<file path="src/hdl/wpd_pkg.sv">
// Shared types and constants for the window presence detector.
package wpd_pkg;

  localparam int unsigned TimeWidth     = 32;
  localparam int unsigned HeightWidth   = 16;
  localparam int unsigned RegWidth      = 16;
  localparam int unsigned IntervalWidth = 26;
  localparam int unsigned AddrWidth     = 4;
  localparam int unsigned DataWidth     = 32;
  localparam int unsigned MsPerSecond   = 1000;

  typedef enum logic [1:0] {
    REG_LOW_LIMIT         = 2'd0,
    REG_HIGH_LIMIT        = 2'd1,
    REG_MIN_STABLE_MS     = 2'd2,
    REG_REPORT_INTERVAL_S = 2'd3
  } reg_index_t;

  typedef struct packed {
    logic [RegWidth-1:0]      low_limit;
    logic [RegWidth-1:0]      high_limit;
    logic [RegWidth-1:0]      min_stable_ms;
    logic                     periodic_en;
    logic [IntervalWidth-1:0] interval_ms;
  } cfg_t;

  typedef struct packed {
    logic present;
    logic stable;
    logic report_due;
  } result_t;

endpackage

</file>
<file path="src/hdl/wpd_detect.sv">
// Window compare, stability tracking and report timing for one sample.
module wpd_detect
  import wpd_pkg::*;
(
  input  logic                   clk,
  input  logic                   rst,
  input  cfg_t                   cfg,
  input  logic                   advance,
  input  logic [TimeWidth-1:0]   timestamp_ms,
  input  logic [HeightWidth-1:0] height,
  output result_t                res
);

  logic                 prev_present;
  logic                 stable_flag;
  logic [TimeWidth-1:0] change_time;
  logic [TimeWidth-1:0] report_time;

  logic                 present;
  logic                 changed;
  logic                 stable_prior;
  logic [TimeWidth-1:0] change_elapsed;
  logic [TimeWidth-1:0] report_elapsed;
  logic                 entered;
  logic                 periodic;
  logic                 due;

  always_comb begin
    present        = (height >= cfg.low_limit) && (height <= cfg.high_limit);
    changed        = present != prev_present;
    stable_prior   = stable_flag && !changed;
    change_elapsed = changed ? '0 : timestamp_ms - change_time;
    entered        = !stable_prior && (change_elapsed >= TimeWidth'(cfg.min_stable_ms));
    report_elapsed = timestamp_ms - report_time;
    periodic       = cfg.periodic_en && (report_elapsed >= TimeWidth'(cfg.interval_ms));
    due            = entered || periodic;
  end

  assign res.present    = present;
  assign res.stable     = stable_prior || entered;
  assign res.report_due = due;

  always_ff @(posedge clk) begin
    if (rst) begin
      prev_present <= 1'b0;
      stable_flag  <= 1'b0;
      change_time  <= '0;
      report_time  <= '0;
    end else if (advance) begin
      prev_present <= present;
      stable_flag  <= stable_prior || entered;
      if (changed) begin
        change_time <= timestamp_ms;
      end
      if (due) begin
        report_time <= timestamp_ms;
      end
    end
  end

endmodule
</file>
<file path="config.mk">
export PLATFORM = sky130hd
export DESIGN_NAME = wpd_detect
export DESIGN_NICKNAME = d
export VERILOG_FILES = /design/src/hdl/wpd_pkg.sv /design/src/hdl/wpd_detect.sv
export SDC_FILE = /design/constraint.sdc
export NUM_CORES = 1
export LEC_CHECK = 0
export BUFFER_PORTS_ARGS = -buffer_cell sky130_fd_sc_hd__buf_4
export CAP_MARGIN = 10
export CORE_MARGIN = 2
export CORE_UTILIZATION = 60
export CTS_CLUSTER_SIZE = 14
export DETAILED_ROUTE_END_ITERATION = 12
export HOLD_SLACK_MARGIN = 0.1
export PLACE_DENSITY = 0.93
export SLEW_MARGIN = 20
export SYNTH_ARGS = -nofsm -noshare
export SYNTH_HDL_FRONTEND = slang
export SYNTH_SLANG_ARGS = --single-unit
</file>
<file path="constraint.sdc">
create_clock -name clk -period 16.4 [get_ports clk]
set_clock_uncertainty 0.1 [all_clocks]
set_input_delay 2.46 -clock clk [delete_from_list [all_inputs] [get_ports clk]]
set_output_delay 2.46 -clock clk [all_outputs]
set_load 0.05 [all_outputs]
</file>
==> impl_metrics.env <==
export IMPL_antenna_found_initial=0
export IMPL_yosysSeqAreaShare_pct=16.0
export IMPL_yosysUniqueCellTypes=64
export IMPL_crit_type="in2out"
export IMPL_crit_slowest_cell="or4_1"
export IMPL_min_path_cells=2
export IMPL_syn_to_final_growth_pct=15.4
export IMPL_final_cell_mix="inv_1, ha_1, buf_4"
export IMPL_clk_latency_ns=0.33
export IMPL_crit_path_start="cfg[52]"
export IMPL_nNetsFinal=1484
export IMPL_drive_gt1_share_pct=13.3
export IMPL_finalInstanceArea_mm2=0.00952
export IMPL_grt_max_degree=99
export IMPL_start_util_pct=61.8
export IMPL_p_leak_nw=4.46
export IMPL_hold_path_class="reg2reg"
export IMPL_clkSinkCount=66
export IMPL_fp_dieH_um=121
export IMPL_rsz0062_at_grt="false"
export IMPL_synth_nets=1389
export IMPL_synth_xor_area_share_pct=5.31
export IMPL_ioPinCount=129
export IMPL_cts_setup_buffers=0
export IMPL_synth_compound_area_share_pct=23.3
export IMPL_relSlewSlack_pct=47.9
export IMPL_dieArea_mm2=0.0147
export IMPL_worstMarginPinSlew_ns=0.782
export IMPL_layout_commonest_cell="inv_1"
export IMPL_reg2reg_slack_ns=10.72
export IMPL_syn_inst=1125
export IMPL_final_antenna_net_count=0
export IMPL_drc=0
export IMPL_drt_pass1_iterations=9
export IMPL_syn_avg_cell_area_um2=7.34
export IMPL_rows=42
export IMPL_yosys_area_share_adder_pct=21.1
export IMPL_endpoint="res[0]"
export IMPL_r2r_end="report_time[12]$_SDFFE_PP0P_"
export IMPL_num_antenna_cells=0
export IMPL_yosys_area_share_simple_pct=20.5
export IMPL_synth_seq_cells=66
export IMPL_crit_chain="buf_4 > inv_1 > ha_1 > a21o_1 > a21o_1 > a211o_1 > o211ai_1 > nand4_1 > a32oi_1 > xor2_1 > buf_4 > nor2_1 > ha_1 > or4_1 > a21oi_1 > o21ai_0 > nor4_1 > o211ai_1 > nor4_1 > nand4_1 > o21ai_1 > nand2_1 > buf_4"
export IMPL_crit_fanout=20
export IMPL_synth_top_family_by_area="compound AO/OA/AOI/OAI gates"
export IMPL_clk_pin_slew_worst_paths_ns=0.06
export IMPL_utilization_pct=71.3
export IMPL_clockBufferDepth=2
export IMPL_synthArstFlopShare_pct=0
export IMPL_cts_tree="yes"
export IMPL_routed_wl_um=22200
export IMPL_finalHoldViolCount=0
export IMPL_ctsHtreeMaxLevel=3
export IMPL_r2r_start="change_time[0]$_SDFFE_PP0P_"
export IMPL_cts_resized=0
export IMPL_grt_pass1_wl_um=36200
export IMPL_ys_warn_count=0
export IMPL_port_buffers=128
export IMPL_crit_top_cell="buf_4"
export IMPL_start_kind="input pin"
export IMPL_hpwl_um=17100
export IMPL_cts_buffers=9
export IMPL_status="finished clean"
export IMPL_cts_hold_buffers=0
export IMPL_p_total_mw=0.746
export IMPL_die_w_um=121
export IMPL_globalRouteTotalUtil_pct=29.8
export IMPL_first_global_vias=8018
export IMPL_finalSetupViolCount=0
export IMPL_maxCapViolations=0
export IMPL_min_period_over_period_pct=61.6
export IMPL_arrival_ns=7.54
export IMPL_core_area_mm2=0.0133
export IMPL_rr_worst_depth=25
export IMPL_drt_vias_per_instance=5.93
export IMPL_dpl_cell_area_mm2=0.00925
export IMPL_synth_edf_count=0
export IMPL_vdd_ir_drop_max_mv=0.0581
export IMPL_cts_root_buf="clkbuf_16"
export IMPL_drtIter0Drc=723
export IMPL_power_density_mw_per_mm2=78.4
export IMPL_min_period_ns=10.10
export IMPL_max_stage_delay_ns=0.52
export IMPL_clock_fmax_ghz=0.0990
export IMPL_end_kind="primary output"
export IMPL_required_ns=13.84
export IMPL_num_vias=8304
export IMPL_overflow=0
export IMPL_slew_viol_final=0
export IMPL_synthMuxAreaShare_pct=4.61
export IMPL_hold_start="change_time[29]$_SDFFE_PP0P_"
export IMPL_synth_flop_cell="dfxtp_1"
export IMPL_setup_tns_ns=0
export IMPL_place_congestion=0.921
export IMPL_netlist_area_mm2=0.00825
export IMPL_wire_per_inst_um=15.8
synth_stat cells, drive strengths merged, types with 17 or more instances:
| library cell | instances | area share, % |
|---|---|---|
| inv | 147 | 6.7 |
| nor3 | 17 | 1.0 |
| a21oi | 107 | 6.5 |
| ha | 136 | 21 |
| nor2 | 49 | 2.2 |
| nand4 | 21 | 1.6 |
| nand2 | 127 | 5.8 |
| xnor2 | 29 | 3.1 |
| dfxtp | 66 | 16 |
| mux2i | 38 | 4.6 |
| xor2 | 21 | 2.2 |
| clkbuf | 38 | 1.7 |
| nand2b | 73 | 5.5 |
| o21ai | 48 | 2.9 |
| nand3 | 17 | 1.0 |
| a21o | 41 | 3.7 |
worst min path at each step:
stage	end
2_1_floorplan	change_time[10]$_SDFFE_PP0P_
3_3_place_gp	change_time[15]$_SDFFE_PP0P_
3_5_place_dp	change_time[14]$_SDFFE_PP0P_
4_1_cts	change_time[14]$_SDFFE_PP0P_
5_1_grt	change_time[25]$_SDFFE_PP0P_
6_report	change_time[29]$_SDFFE_PP0P_
layer usage:
layer / wire (um) / GRT usage [%]
met1: 9540 / 37.3
met2: 10300 / 52.2
met4: 654 / 10.5
met5: 0 / 0
met3: 1630 / 4.23
flip-flops by register name, indices dropped and copies added, names as in the netlist:
name          flops
prev_present      1
report_time      32
stable_flag       1
change_time      32
critical path, delay by kind of cell:
family	cells	cell delay, ns
buffers and inverters	4	0.60
AO/OA/AOI/OAI	9	2.11
XOR/XNOR	1	0.21
adder cells (fa/ha/maj)	2	0.51
AND/OR/NAND/NOR	7	1.65
power by group:
| group | total, mW | switching, mW | internal [mW] |
|---|---|---|---|
| sequential | 0.182 | 0.00807 | 0.174 |
| combinational | 0.386 | 0.219 | 0.166 |
| clock | 0.178 | 0.0726 | 0.106 |
| total | 0.746 | 0.300 | 0.446 |
cells by family after synthesis:
family                     after synthesis
DFF                                     66
adders and majority gates              138
AOI/OAI and AO/OA                      295
muxes                                   38
buffers and inverters                  193
and+or+nand+nor                        345
xor gates and xnor gates                50
layout make-up:
class / count / area (um^2)
well taps: 176 / 220
multi-input cells: 866 / 6180
fillers: 1028 / 3830
clock buffers: 11 / 243
inverters: 147 / 552
repair buffers: 130 / 976
clock inverters: 5 / 30.0
flip-flops and latches: 66 / 1320
stage by stage:
| step | setup WS (ns) | std cells | hold WS, ns |
|---|---|---|---|
| 6_report | 6.30 | 1401 | 0.354 |
| 3_3_place_gp | 6.69 | 1385 | 0.342 |
| 2_1_floorplan | 6.86 | 1125 | 0.336 |
| 4_1_cts | 6.46 | 1401 | 0.354 |
| 5_1_grt | 5.85 | 1401 | 0.374 |
| 3_5_place_dp | 6.48 | 1385 | 0.348 |
Note: power is estimated with default switching activity, not from simulation.
