File: src/hdl/wpd_pkg.sv
// Shared types and constants for the window presence detector.
package wpd_pkg;

  localparam int unsigned TimeWidth     = 32;
  localparam int unsigned HeightWidth   = 16;
  localparam int unsigned RegWidth      = 16;
  localparam int unsigned IntervalWidth = 26;
  localparam int unsigned AddrWidth     = 4;
  localparam int unsigned DataWidth     = 32;
  localparam int unsigned MsPerSecond   = 1000;

  typedef enum logic [1:0] {
    REG_LOW_LIMIT         = 2'd0,
    REG_HIGH_LIMIT        = 2'd1,
    REG_MIN_STABLE_MS     = 2'd2,
    REG_REPORT_INTERVAL_S = 2'd3
  } reg_index_t;

  typedef struct packed {
    logic [RegWidth-1:0]      low_limit;
    logic [RegWidth-1:0]      high_limit;
    logic [RegWidth-1:0]      min_stable_ms;
    logic                     periodic_en;
    logic [IntervalWidth-1:0] interval_ms;
  } cfg_t;

  typedef struct packed {
    logic present;
    logic stable;
    logic report_due;
  } result_t;

endpackage

File: src/hdl/wpd_cfg_regs.sv
// APB configuration registers for the window presence detector.
module wpd_cfg_regs
  import wpd_pkg::*;
(
  input  logic                 clk,
  input  logic                 rst,
  input  logic                 psel,
  input  logic                 penable,
  input  logic                 pwrite,
  input  logic [AddrWidth-1:0] paddr,
  input  logic [DataWidth-1:0] pwdata,
  output logic [DataWidth-1:0] prdata,
  output logic                 pready,
  output cfg_t                 cfg
);

  logic [RegWidth-1:0]      low_limit;
  logic [RegWidth-1:0]      high_limit;
  logic [RegWidth-1:0]      min_stable_ms;
  logic [RegWidth-1:0]      report_interval_s;
  logic [IntervalWidth-1:0] interval_ms;
  logic [RegWidth-1:0]      wdata;
  reg_index_t               index;
  logic                     wr_en;

  assign pready = 1'b1;
  assign index  = reg_index_t'(paddr[AddrWidth-1:2]);
  assign wr_en  = psel && penable && pwrite && pready;
  assign wdata  = pwdata[RegWidth-1:0];

  always_ff @(posedge clk) begin
    if (rst) begin
      low_limit         <= '0;
      high_limit        <= '1;
      min_stable_ms     <= '0;
      report_interval_s <= '0;
      interval_ms       <= '0;
    end else if (wr_en) begin
      unique case (index)
        REG_LOW_LIMIT:         low_limit     <= wdata;
        REG_HIGH_LIMIT:        high_limit    <= wdata;
        REG_MIN_STABLE_MS:     min_stable_ms <= wdata;
        REG_REPORT_INTERVAL_S: begin
          report_interval_s <= wdata;
          interval_ms       <= IntervalWidth'(IntervalWidth'(wdata) * MsPerSecond);
        end
        default: ;
      endcase
    end
  end

  always_comb begin
    prdata = '0;
    unique case (index)
      REG_LOW_LIMIT:         prdata[RegWidth-1:0] = low_limit;
      REG_HIGH_LIMIT:        prdata[RegWidth-1:0] = high_limit;
      REG_MIN_STABLE_MS:     prdata[RegWidth-1:0] = min_stable_ms;
      REG_REPORT_INTERVAL_S: prdata[RegWidth-1:0] = report_interval_s;
      default:               prdata = '0;
    endcase
  end

  assign cfg.low_limit     = low_limit;
  assign cfg.high_limit    = high_limit;
  assign cfg.min_stable_ms = min_stable_ms;
  assign cfg.periodic_en   = report_interval_s != '0;
  assign cfg.interval_ms   = interval_ms;

endmodule

File: config.mk
export PLATFORM = sky130hd
export DESIGN_NAME = wpd_cfg_regs
export DESIGN_NICKNAME = d
export VERILOG_FILES = /design/src/hdl/wpd_pkg.sv /design/src/hdl/wpd_cfg_regs.sv
export SDC_FILE = /design/constraint.sdc
export NUM_CORES = 1
export LEC_CHECK = 0
export ABC_AREA = 1
export BUFFER_PORTS_ARGS = -buffer_cell sky130_fd_sc_hd__buf_2
export CAP_MARGIN = 20
export CORE_ASPECT_RATIO = 0.75
export CORE_MARGIN = 3
export CORE_UTILIZATION = 55
export DETAILED_ROUTE_END_ITERATION = 8
export GPL_ROUTABILITY_DRIVEN = 0
export GPL_TIMING_DRIVEN = 0
export HOLD_SLACK_MARGIN = 0.03
export PLACE_DENSITY = 0.87
export SLEW_MARGIN = 25
export SYNTH_ARGS = -nofsm -noshare
export SYNTH_HDL_FRONTEND = slang
export SYNTH_SLANG_ARGS = --single-unit
File: constraint.sdc
create_clock -name clk -period 4.5 [get_ports clk]
set_input_delay 0.45 -clock clk [delete_from_list [all_inputs] [get_ports clk]]
set_output_delay 0.45 -clock clk [all_outputs]
set_load 0.02 [all_outputs]
==> results.md, run 1 <==
- Number of synthesized flops with an enable pin: 0
- P_int: approximately 2 mW
- Final TNS setup: 0 ps
- Slew Limit Fails: 0
- Cells after Synth: ~850
- Vias: roughly 6200
- Critical Path Start Type: input port
- Synthesis-to-finish area growth: 17.7%
- Post-place setup slack: about 28 ps
- Status: finished, final reports clean
- Cell Rows: 33
- # Post-CTS Setup Buffers: 0
- CP required: approximately 4800 ps
- Largest delay contributor family on the critical path: adder cells
- Crit path buf inv count: 5
- Most used flip-flop cell after synthesis: dfxtp_1
- Drt wl/cell: between 15 and 20 um
- Total Wirelength: 18.0 mm
- Num CTS Buffers: 9
- Initial Util: 57.7%
- LEAKAGE: between 4 and 5 nW
- Sink Count: 85
- Data arrival time of the critical path: between 4000 and 5000 ps
- Drt drc: 0
- CP Cell Sequence: buf_2, inv_1, fa_1, fa_1, fa_1, fa_1, inv_1, ha_1, nand2_1, inv_1, a21oi_1, nand3_1, xor2_1, o21ai_1, inv_1
- Drt first pass iters: 6
- Top-Level Pins: approximately 150
- Clock Skew: 0 ps
- Yosys cell types: 30
- RSZ-0062 raised after global routing: no
- Max frequency: between 0.2 and 0.25 GHz
- DR vias/cell: between 5 and 6
- Crit path capture type: flip-flop
- Iteration-0 DRC Markers: just over 600
- Fillers: around 900
- Core area: around 0.011 mm2
- GRT overflow: 0
- Port Buffers: between 100 and 150
- Die X: 131 um
- Initial antenna violation count: 0
- Critical Path Slowest Stage Cell: fa_1
- Worst setup margin: ~350 ps
- Vias in the first global route: ~5600
- Crit-path max cell delay: between 500 and 600 ps
- Diodes inserted: 0
- Final nets: 1132
- Switching Fraction: between 40 and 50%
- Largest net degree at the start of global routing: 17
- Gr usage total: a little over a quarter
- Post-Syn Area: 0.00646 mm2
- Net switching power: roughly 1.7 mW
- Max_slew headroom: 52.7%
- Power Total: roughly 3.7 mW
- Max VDD drop: just under 0.0003 V
- CTS tree: yes
- Combinational Power Share: between 50 and 60%
- Die Y: approximately 100 um
- Hold_buf cts: 0
- Hold Crit Class: input port to flip-flop
- Clk pin slew, worst setup/hold paths: roughly 70 ps
- Final worst path period need: 4150 ps
- Most frequent cells in the layout: 171 x nand2_1, 141 x inv_1, 120 x buf_2, 85 x dfxtp_1, 69 x nor2_1
- Max Cap Violations: 0
- Commonest non-fill, non-tap cell in the layout: nand2_1
- Die area: 0.0131 mm2
- CP max FO: 8
- Synthesized flop and latch total: 85
- CTS root buf: clkbuf_16
- Setup CP Type: input port to flip-flop
- Share of synthesized registers carrying an async set or reset: 0%
- Clock buffer depth: 2
- Share of cells above drive strength 1: around 18%
- Avg Synthesized Cell Area: around 7.6 um2
- Final setup vio count: 0
- PwrDens: between 400 and 500 mW/mm2
- Post-DP HPWL: 13.8 mm
- Clk_lat worst skew: 350 ps
- Post-synthesis sequential area ratio: a little over a quarter
- Clock power frac: between 20 and 25%
- Tcrit/Tclk final: between 90% and 100%
- Post-cts gate resize count: 0
- H-tree depth: 3
- First-pass GRT wire length: about 28 mm
- Worst Tran Pin Value: ~710 ps
- Warning count from the yosys run: 0
- Fin. Hold Viols: 0
- Seq pwr share: 21.2%
- DRT antenna net count: 0
==> final timing paths <==
kind                    start               end  slack (ps)  depth (start not counted)
max                 pwdata[6]   interval_ms[15]         350                         15
min                       rst   interval_ms[10]         440                          4
max reg2reg  min_stable_ms[7]  min_stable_ms[7]        3720                          2
min reg2reg     high_limit[9]     high_limit[9]         510                          2
==> per-stage QoR <==
stage | hold slack [ps] | std cells | util [%] | cell area [um2]
after floorplan | 449 | 863 | - | 6530
after detailed placement | 489 | 1130 | 65.0 | 7270
after global placement | 487 | 1130 | 65.0 | 7270
after global routing | 467 | 1146 | 67.9 | 7600
after CTS | 439 | 1146 | 67.9 | 7600
final | 441 | 1146 | 67.9 | 7600
==> routing by layer <==
layer	up-vias	global-route usage, %	share of wire, %
li1	2918	-	-
met1	2881	36.8	42
met2	383	41.8	44
met3	42	8.02	11
met4	0	7.83	2.1
met5	-	0	0
==> synthesized netlist by cell type, drive strengths merged (11+ instances only) <==
cell type  instances  area share [%]
a21oi             61             4.7
buf               39             4.3
dfxtp             85              26
fa                54              17
ha                53              10
inv              144             8.4
nand2            173              10
nand3             32             2.5
nand4             11             1.1
nor2              73             4.7
o211ai            15             1.7
o21ai             63             4.9
==> kinds of logic after synthesis <==
group                    after synthesis  synth area share (%)
AND/OR/NAND/NOR                      298                  19.3
AO/OA/AOI/OAI                        148                  12.5
buffers and inverters                195                  13.3
flip-flops                            85                  26.4
XOR/XNOR                              10                  1.36
adder cells (fa/ha/maj)              107                  27.0
other                                  2                 0.116
==> worst register-to-register path, cell delays in order (launching register included) <==
cell and delay (ps):
dfxtp_1 350, o21ai_0 230, a21oi_1 70
==> sequential cells by signal, indices dropped and copies added, names as in the netlist <==
signal / flops
interval_ms: 21
report_interval_s: 16
low_limit: 16
high_limit: 16
min_stable_ms: 16
==> power by group through the flow <==
stage	sequential (mW)	combinational [mW]	clock [mW]
2_1_floorplan	0.813	1.56	0
3_3_place_gp	0.798	1.95	0
3_5_place_dp	0.798	2.01	0
4_1_cts	0.781	2.04	0.836
5_1_grt	0.783	2.34	0.876
6_report	0.782	2.07	0.839
==> cell type report <==
class | instances | area (um2) | share of cell area, %
plain buffers | 49 | 313 | 4.11
repair buffers | 110 | 551 | 7.24
clock inverters | 7 | 105 | 1.38
clock buffers | 9 | 225 | 2.96
well taps | 157 | 196 | 2.58
flip-flops and latches | 85 | 1700 | 22.4
inverters | 146 | 548 | 7.21
multi-input cells | 583 | 3960 | 52.1
No activity file was read; power rests on OpenSTA's default activity.
==> inputs of run 2 (changes only) <==
Clock period 4.5 ns to 4.1 ns, I/O delays scaled along.
==> results.md, run 2 (synthesis gave the netlist of run 1 again) <==
- Top-Level Pins: around 150
- Drt first pass iters: 6
- DRT antenna net count: 0
- DR vias/cell: roughly 5.5
- Final setup vio count: 0
- Max_slew headroom: a little over half
- Max reg flops: 21
- Initial Util: 57.7%
- Drt wl/cell: around 16 um
- Commonest non-fill, non-tap cell in the layout: nand2_1
- Share of cells above drive strength 1: slightly above 20%
- Diodes inserted: 0
- Total Wirelength: approximately 19 mm
- Clock buffer depth: 2
- Layout Utilization: 69.6%
- Status: finished, final reports clean
- Cell Rows: 33
- Max frequency: roughly 0.25 GHz
- Port Buffers: 110
- Max VDD drop: 0.000343 V
- Clock Skew: 0 ps
- Drt drc: 0
- Hold Crit Class: input port to flip-flop
- Most frequent cells in the layout: 171 x nand2_1, 132 x inv_1, 120 x buf_2, 85 x dfxtp_1, 68 x nor2_1
- Tcrit/Tclk final: a little under 100%
- CTS root buf: clkbuf_16
- Die X: approximately 130 um
- Worst Tran Pin Value: just over 700 ps
- Clk_lat worst skew: 350 ps
- H-tree depth: 3
- Met3 Track Usage GR: under 10%
- Core area: 0.0112 mm2
- Vias in the first global route: 5645
- Crit path capture type: flip-flop
- Post-DP HPWL: roughly 14 mm
- Vias: ~6400
- Final nets: about 1100
- Critical Path Start Type: input port
- Grt met1 use: between 30 and 40%
- Gr usage total: a little over a quarter
- Data arrival time of the critical path: approximately 4300 ps
- Initial antenna violation count: 0
- Met2 usage: a little over two fifths
- PwrDens: approximately 540 mW/mm2
- Hold_buf cts: 0
- CTS tree: yes
- Clk pin slew, worst setup/hold paths: roughly 70 ps
- CP max FO: 5
- Register with the most flip-flops: interval_ms
- Iteration-0 DRC Markers: about 700
- CP required: 4350 ps
- Setup CP Type: input port to flip-flop
- Die area: 0.0131 mm2
- Hold-critical path depth: 4
- GRT overflow: 0
- Final TNS setup: 0 ps
- FF-to-FF path depth: 2
- Fillers: 860
- First-pass GRT wire length: 28.1 mm
- LEAKAGE: 4.12 nW
- Max Cap Violations: 0
- Sink Count: 85
- Die Y: 99.8 um
- Busiest layer in global routing: met2
- Power Total: approximately 4.2 mW
- Slew Limit Fails: 0
- Final worst path period need: between 4000 and 5000 ps
- Largest net degree at the start of global routing: 17
- Num CTS Buffers: 9
- Synthesis-to-finish area growth: 20.6%
- Fin. Hold Viols: 0
-- run 2: area by class of cell --
| type | instances | area, um2 | share of cell area, % |
|---|---|---|---|
| Clock buffer | 9 | 225 | 2.89 |
| Clock inverter | 7 | 105 | 1.35 |
| Inverter | 146 | 582 | 7.47 |
| Buffer | 49 | 313 | 4.02 |
| Tap cell | 157 | 196 | 2.52 |
| Sequential cell | 85 | 1700 | 21.9 |
| Timing Repair Buffer | 126 | 671 | 8.61 |
| Multi-Input combinational cell | 583 | 3990 | 51.3 |
-- run 2: what timing repair did --
action                     4_1_cts  5_1_grt
hold endpoints to repair         0        0
setup endpoints to repair        0       12
gates resized for setup          0       14
setup buffers                    0       16
-- run 2: worst paths after layout --
kind | from | endpoint | slack [ps]
min reg2reg | high_limit[9] | high_limit[9] | 510
min | rst | interval_ms[10] | 400
max reg2reg | report_interval_s[1] | report_interval_s[1] | 3310
max | pwdata[5] | interval_ms[15] | 90
-- run 2: worst max-delay path, cell delays in order --
cell and delay, ps:
buf_2 150, clkinvlp_4 220, fa_1 560, fa_1 520, fa_1 520, fa_1 530
inv_1 70, ha_1 360, nand2_1 140, inv_1 90, a21oi_2 200, nand3_2 140
xor2_1 170, o21ai_1 110, inv_1 40
-- run 2: metrics by stage --
step	hold WS [ps]	cell area, um2	instances	worst slack, ps
finish	403	7780	1162	91.7
global route	434	7780	1162	-106
CTS	399	7600	1146	24.1
detailed placement	489	7270	1130	-332
global placement	487	7270	1130	-230
floorplan	449	6530	863	267
-- run 2: report_power, final --
group          internal, mW  switching (mW)
clock network         0.544           0.382
logic                 0.864            1.52
registers             0.844          0.0137
-- run 2: metal layers --
metal  part of all wire [%]  routed length [um]
met2                     46                8730
met1                     40                7600
met4                    2.6                 488
met5                      0                   0
met3                     12                2210
==> inputs of run 3 (changes only) <==
Settings changed: ABC_AREA 1 to default, CTS_CLUSTER_SIZE from default to 16, PLACE_DENSITY 0.87 to 0.88, SKIP_CTS_REPAIR_TIMING from default to 1.
==> results.md, run 3 <==
- Synth top area share: approximately 27%
- RSZ-0062 raised after global routing: yes
- Die X: 129 um
- P_int: approximately 2.8 mW
- Register with the most flip-flops: interval_ms
- Num CTS Buffers: 9
- Warning count from the yosys run: 0
- Vias in the first global route: roughly 5300
- Seq pwr share: about 18%
- Max_slew headroom: between 40% and 50%
- DRT antenna net count: 0
- Crit-path max cell delay: ~580 ps
- Commonest cells post-synth: 148 x nand2_1, 85 x dfxtp_1, 83 x inv_1, 72 x a21oi_1, 54 x fa_1
- Critical Path Stages: 14
- Avg Synthesized Cell Area: 9.13 um2
- Cell Rows: 33
- Diodes inserted: 0
- CTS root buf: clkbuf_16
- Worst setup margin: -214 ps
- CP required: roughly 4400 ps
- Multi-input gate area: around 0.0043 mm2
- Crit path buf inv count: 3
- Core area: between 0.01 and 0.015 mm2
- DR vias/cell: 5.86
- CP max FO: 7
- Final nets: around 990
- Worst Tran Pin Value: 874 ps
- Final setup vio count: 8
- Clk_lat worst skew: approximately 340 ps
- Clock power frac: about a fifth
- Net switching power: 2.02 mW
- Drt wl/cell: between 15 and 20 um
- Post-DP HPWL: 12.5 mm
- Largest net degree at the start of global routing: 14
- Count leader, synth: nand2_1
- Max Cap Violations: 0
- Initial Util: a little under three fifths
- Share of cells above drive strength 1: between 20% and 30%
- Fillers: around 750
- Hold-critical path depth: 3
- Initial antenna violation count: 0
- Final TNS setup: -1010 ps
- Critical Path Slowest Stage Cell: fa_2
- PwrDens: slightly above 600 mW/mm2
- Most frequent cells in the layout: 147 x nand2_1, 101 x buf_2, 85 x dfxtp_1, 68 x inv_1, 67 x a21oi_1
- Crit path capture type: flip-flop
- Drt drc: 1
- Non-Filler Instances: slightly below 1000
- Slew Limit Fails: 0
- Die area: 0.0127 mm2
- Critical Path Start Type: input port
- Combinational Power Share: a little over three fifths
- Max frequency: 0.232 GHz
- Yosys top cell by area: dfxtp_1
- Top-Level Pins: about 150
- Vias: slightly below 6000
- Synthesized flop and latch total: 85
- CTS tree: yes
- Drt first pass iters: 8
- Max reg flops: 21
- Yosys cell types: 52
- Sink Count: 85
- Most used flip-flop cell after synthesis: dfxtp_1
- CP Cell Sequence: buf_6, clkinvlp_4, fa_2, fa_1, fa_1, fa_1, inv_1, ha_4, and3_4, a311oi_4, o31ai_4, a221o_1, a211o_1, o211ai_1
- Data arrival time of the critical path: ~4600 ps
- Synthesis-to-finish area growth: 26.6%
- First-pass GRT wire length: 26.6 mm
- Hold Crit Class: input port to flip-flop
- Iteration-0 DRC Markers: 610
- FF-to-FF path depth: 3
- GRT overflow: 0
- CP dominant cell by count: fa_1
- Top post-synthesis cells by area: dfxtp_1 27%, fa_1 17%, ha_1 11%
- Tcrit/Tclk final: 105%
- Port Buffers: around 110
- Clk pin slew, worst setup/hold paths: 60 ps
- Status: complete, but fails checks
- Post-Syn Area: 0.00625 mm2
- Switching Fraction: around 41%
- Die Y: approximately 100 um
- Post-synthesis sequential area ratio: between 20% and 30%
- Fin. Hold Viols: 0
- R2r setup slk: ~3200 ps
- Commonest non-fill, non-tap cell in the layout: nand2_1
- Share of synthesized registers carrying an async set or reset: 0%
- DP Cell Count: 952
- LEAKAGE: ~3.5 nW
- Setup CP Type: input port to flip-flop
- Violated checks: DRC, setup timing
- Clock Skew: 0 ps
- Largest delay contributor family on the critical path: adder cells
- Gr usage total: 26.4%
- Total Wirelength: ~19 mm
- H-tree depth: 3
- Number of synthesized flops with an enable pin: 0
- Final worst path period need: 4310 ps
- Cells after Synth: 685
- Clock buffer depth: 2
- Max VDD drop: around 0.00042 V
- FF/Latch Area: roughly 0.0017 mm2
-- run 3: cell families after synthesis --
logic type	after synthesis	synth area share, %
AND/OR/NAND/NOR	198	13.4
buffers and inverters	136	10.2
AO/OA/AOI/OAI	110	10.8
adder cells (fa/ha/maj)	107	27.9
flip-flops	85	27.2
multiplexers	32	8.32
XOR/XNOR	15	2.10
other	2	0.120
-- run 3: power by group through the flow --
stage	logic, mW	registers (mW)	clock network, mW
5_1_grt	3.27	0.863	0.969
3_3_place_gp	2.40	0.878	0
6_report	3.07	0.861	0.934
4_1_cts	2.51	0.860	0.933
3_5_place_dp	2.46	0.878	0
2_1_floorplan	1.99	0.901	0
-- run 3: per-layer routing --
layer	vias to the layer above	part of all wire, %	track usage (%)
met5	-	0	0
met4	0	5.5	9.44
met3	102	11	6.56
met2	425	47	41.5
met1	2723	37	35.5
li1	2520	-	-
-- run 3: cell type report --
class / count / share of cell area (%)
Inverter: 83 / 4.22
Timing Repair Buffer: 127 / 9.58
Tap cell: 140 / 2.21
Sequential cell: 85 / 21.5
Multi-Input combinational cell: 482 / 54.1
Clock inverter: 4 / 1.23
Buffer: 53 / 4.19
Clock buffer: 11 / 2.94
-- run 3: path summary, 6_finish.rpt --
kind	startpoint	endpoint
hold / removal	pwdata[8]	min_stable_ms[8]
hold reg to reg	interval_ms[10]	interval_ms[10]
setup / recovery	pwdata[8]	interval_ms[24]
setup reg to reg	interval_ms[25]	interval_ms[25]
-- run 3: metrics by stage --
step	area, um2	utilization (%)	worst slack [ps]	power [mW]	hold WS (ps)
final	7920	71.8	-214	4.86	340
after global routing	7920	71.8	-314	5.10	352
after CTS	7580	68.7	-319	4.30	393
after detailed placement	7250	65.7	-609	3.34	440
after global placement	7250	65.7	-539	3.28	436
after floorplan	6530	-	-56.1	2.89	446
-- run 3: worst reg2reg max path, stage by stage (launching register included) --
cell and delay, ps:
dfxtp_1 320, nand3_1 70, o21ai_1 80, or3_1 310
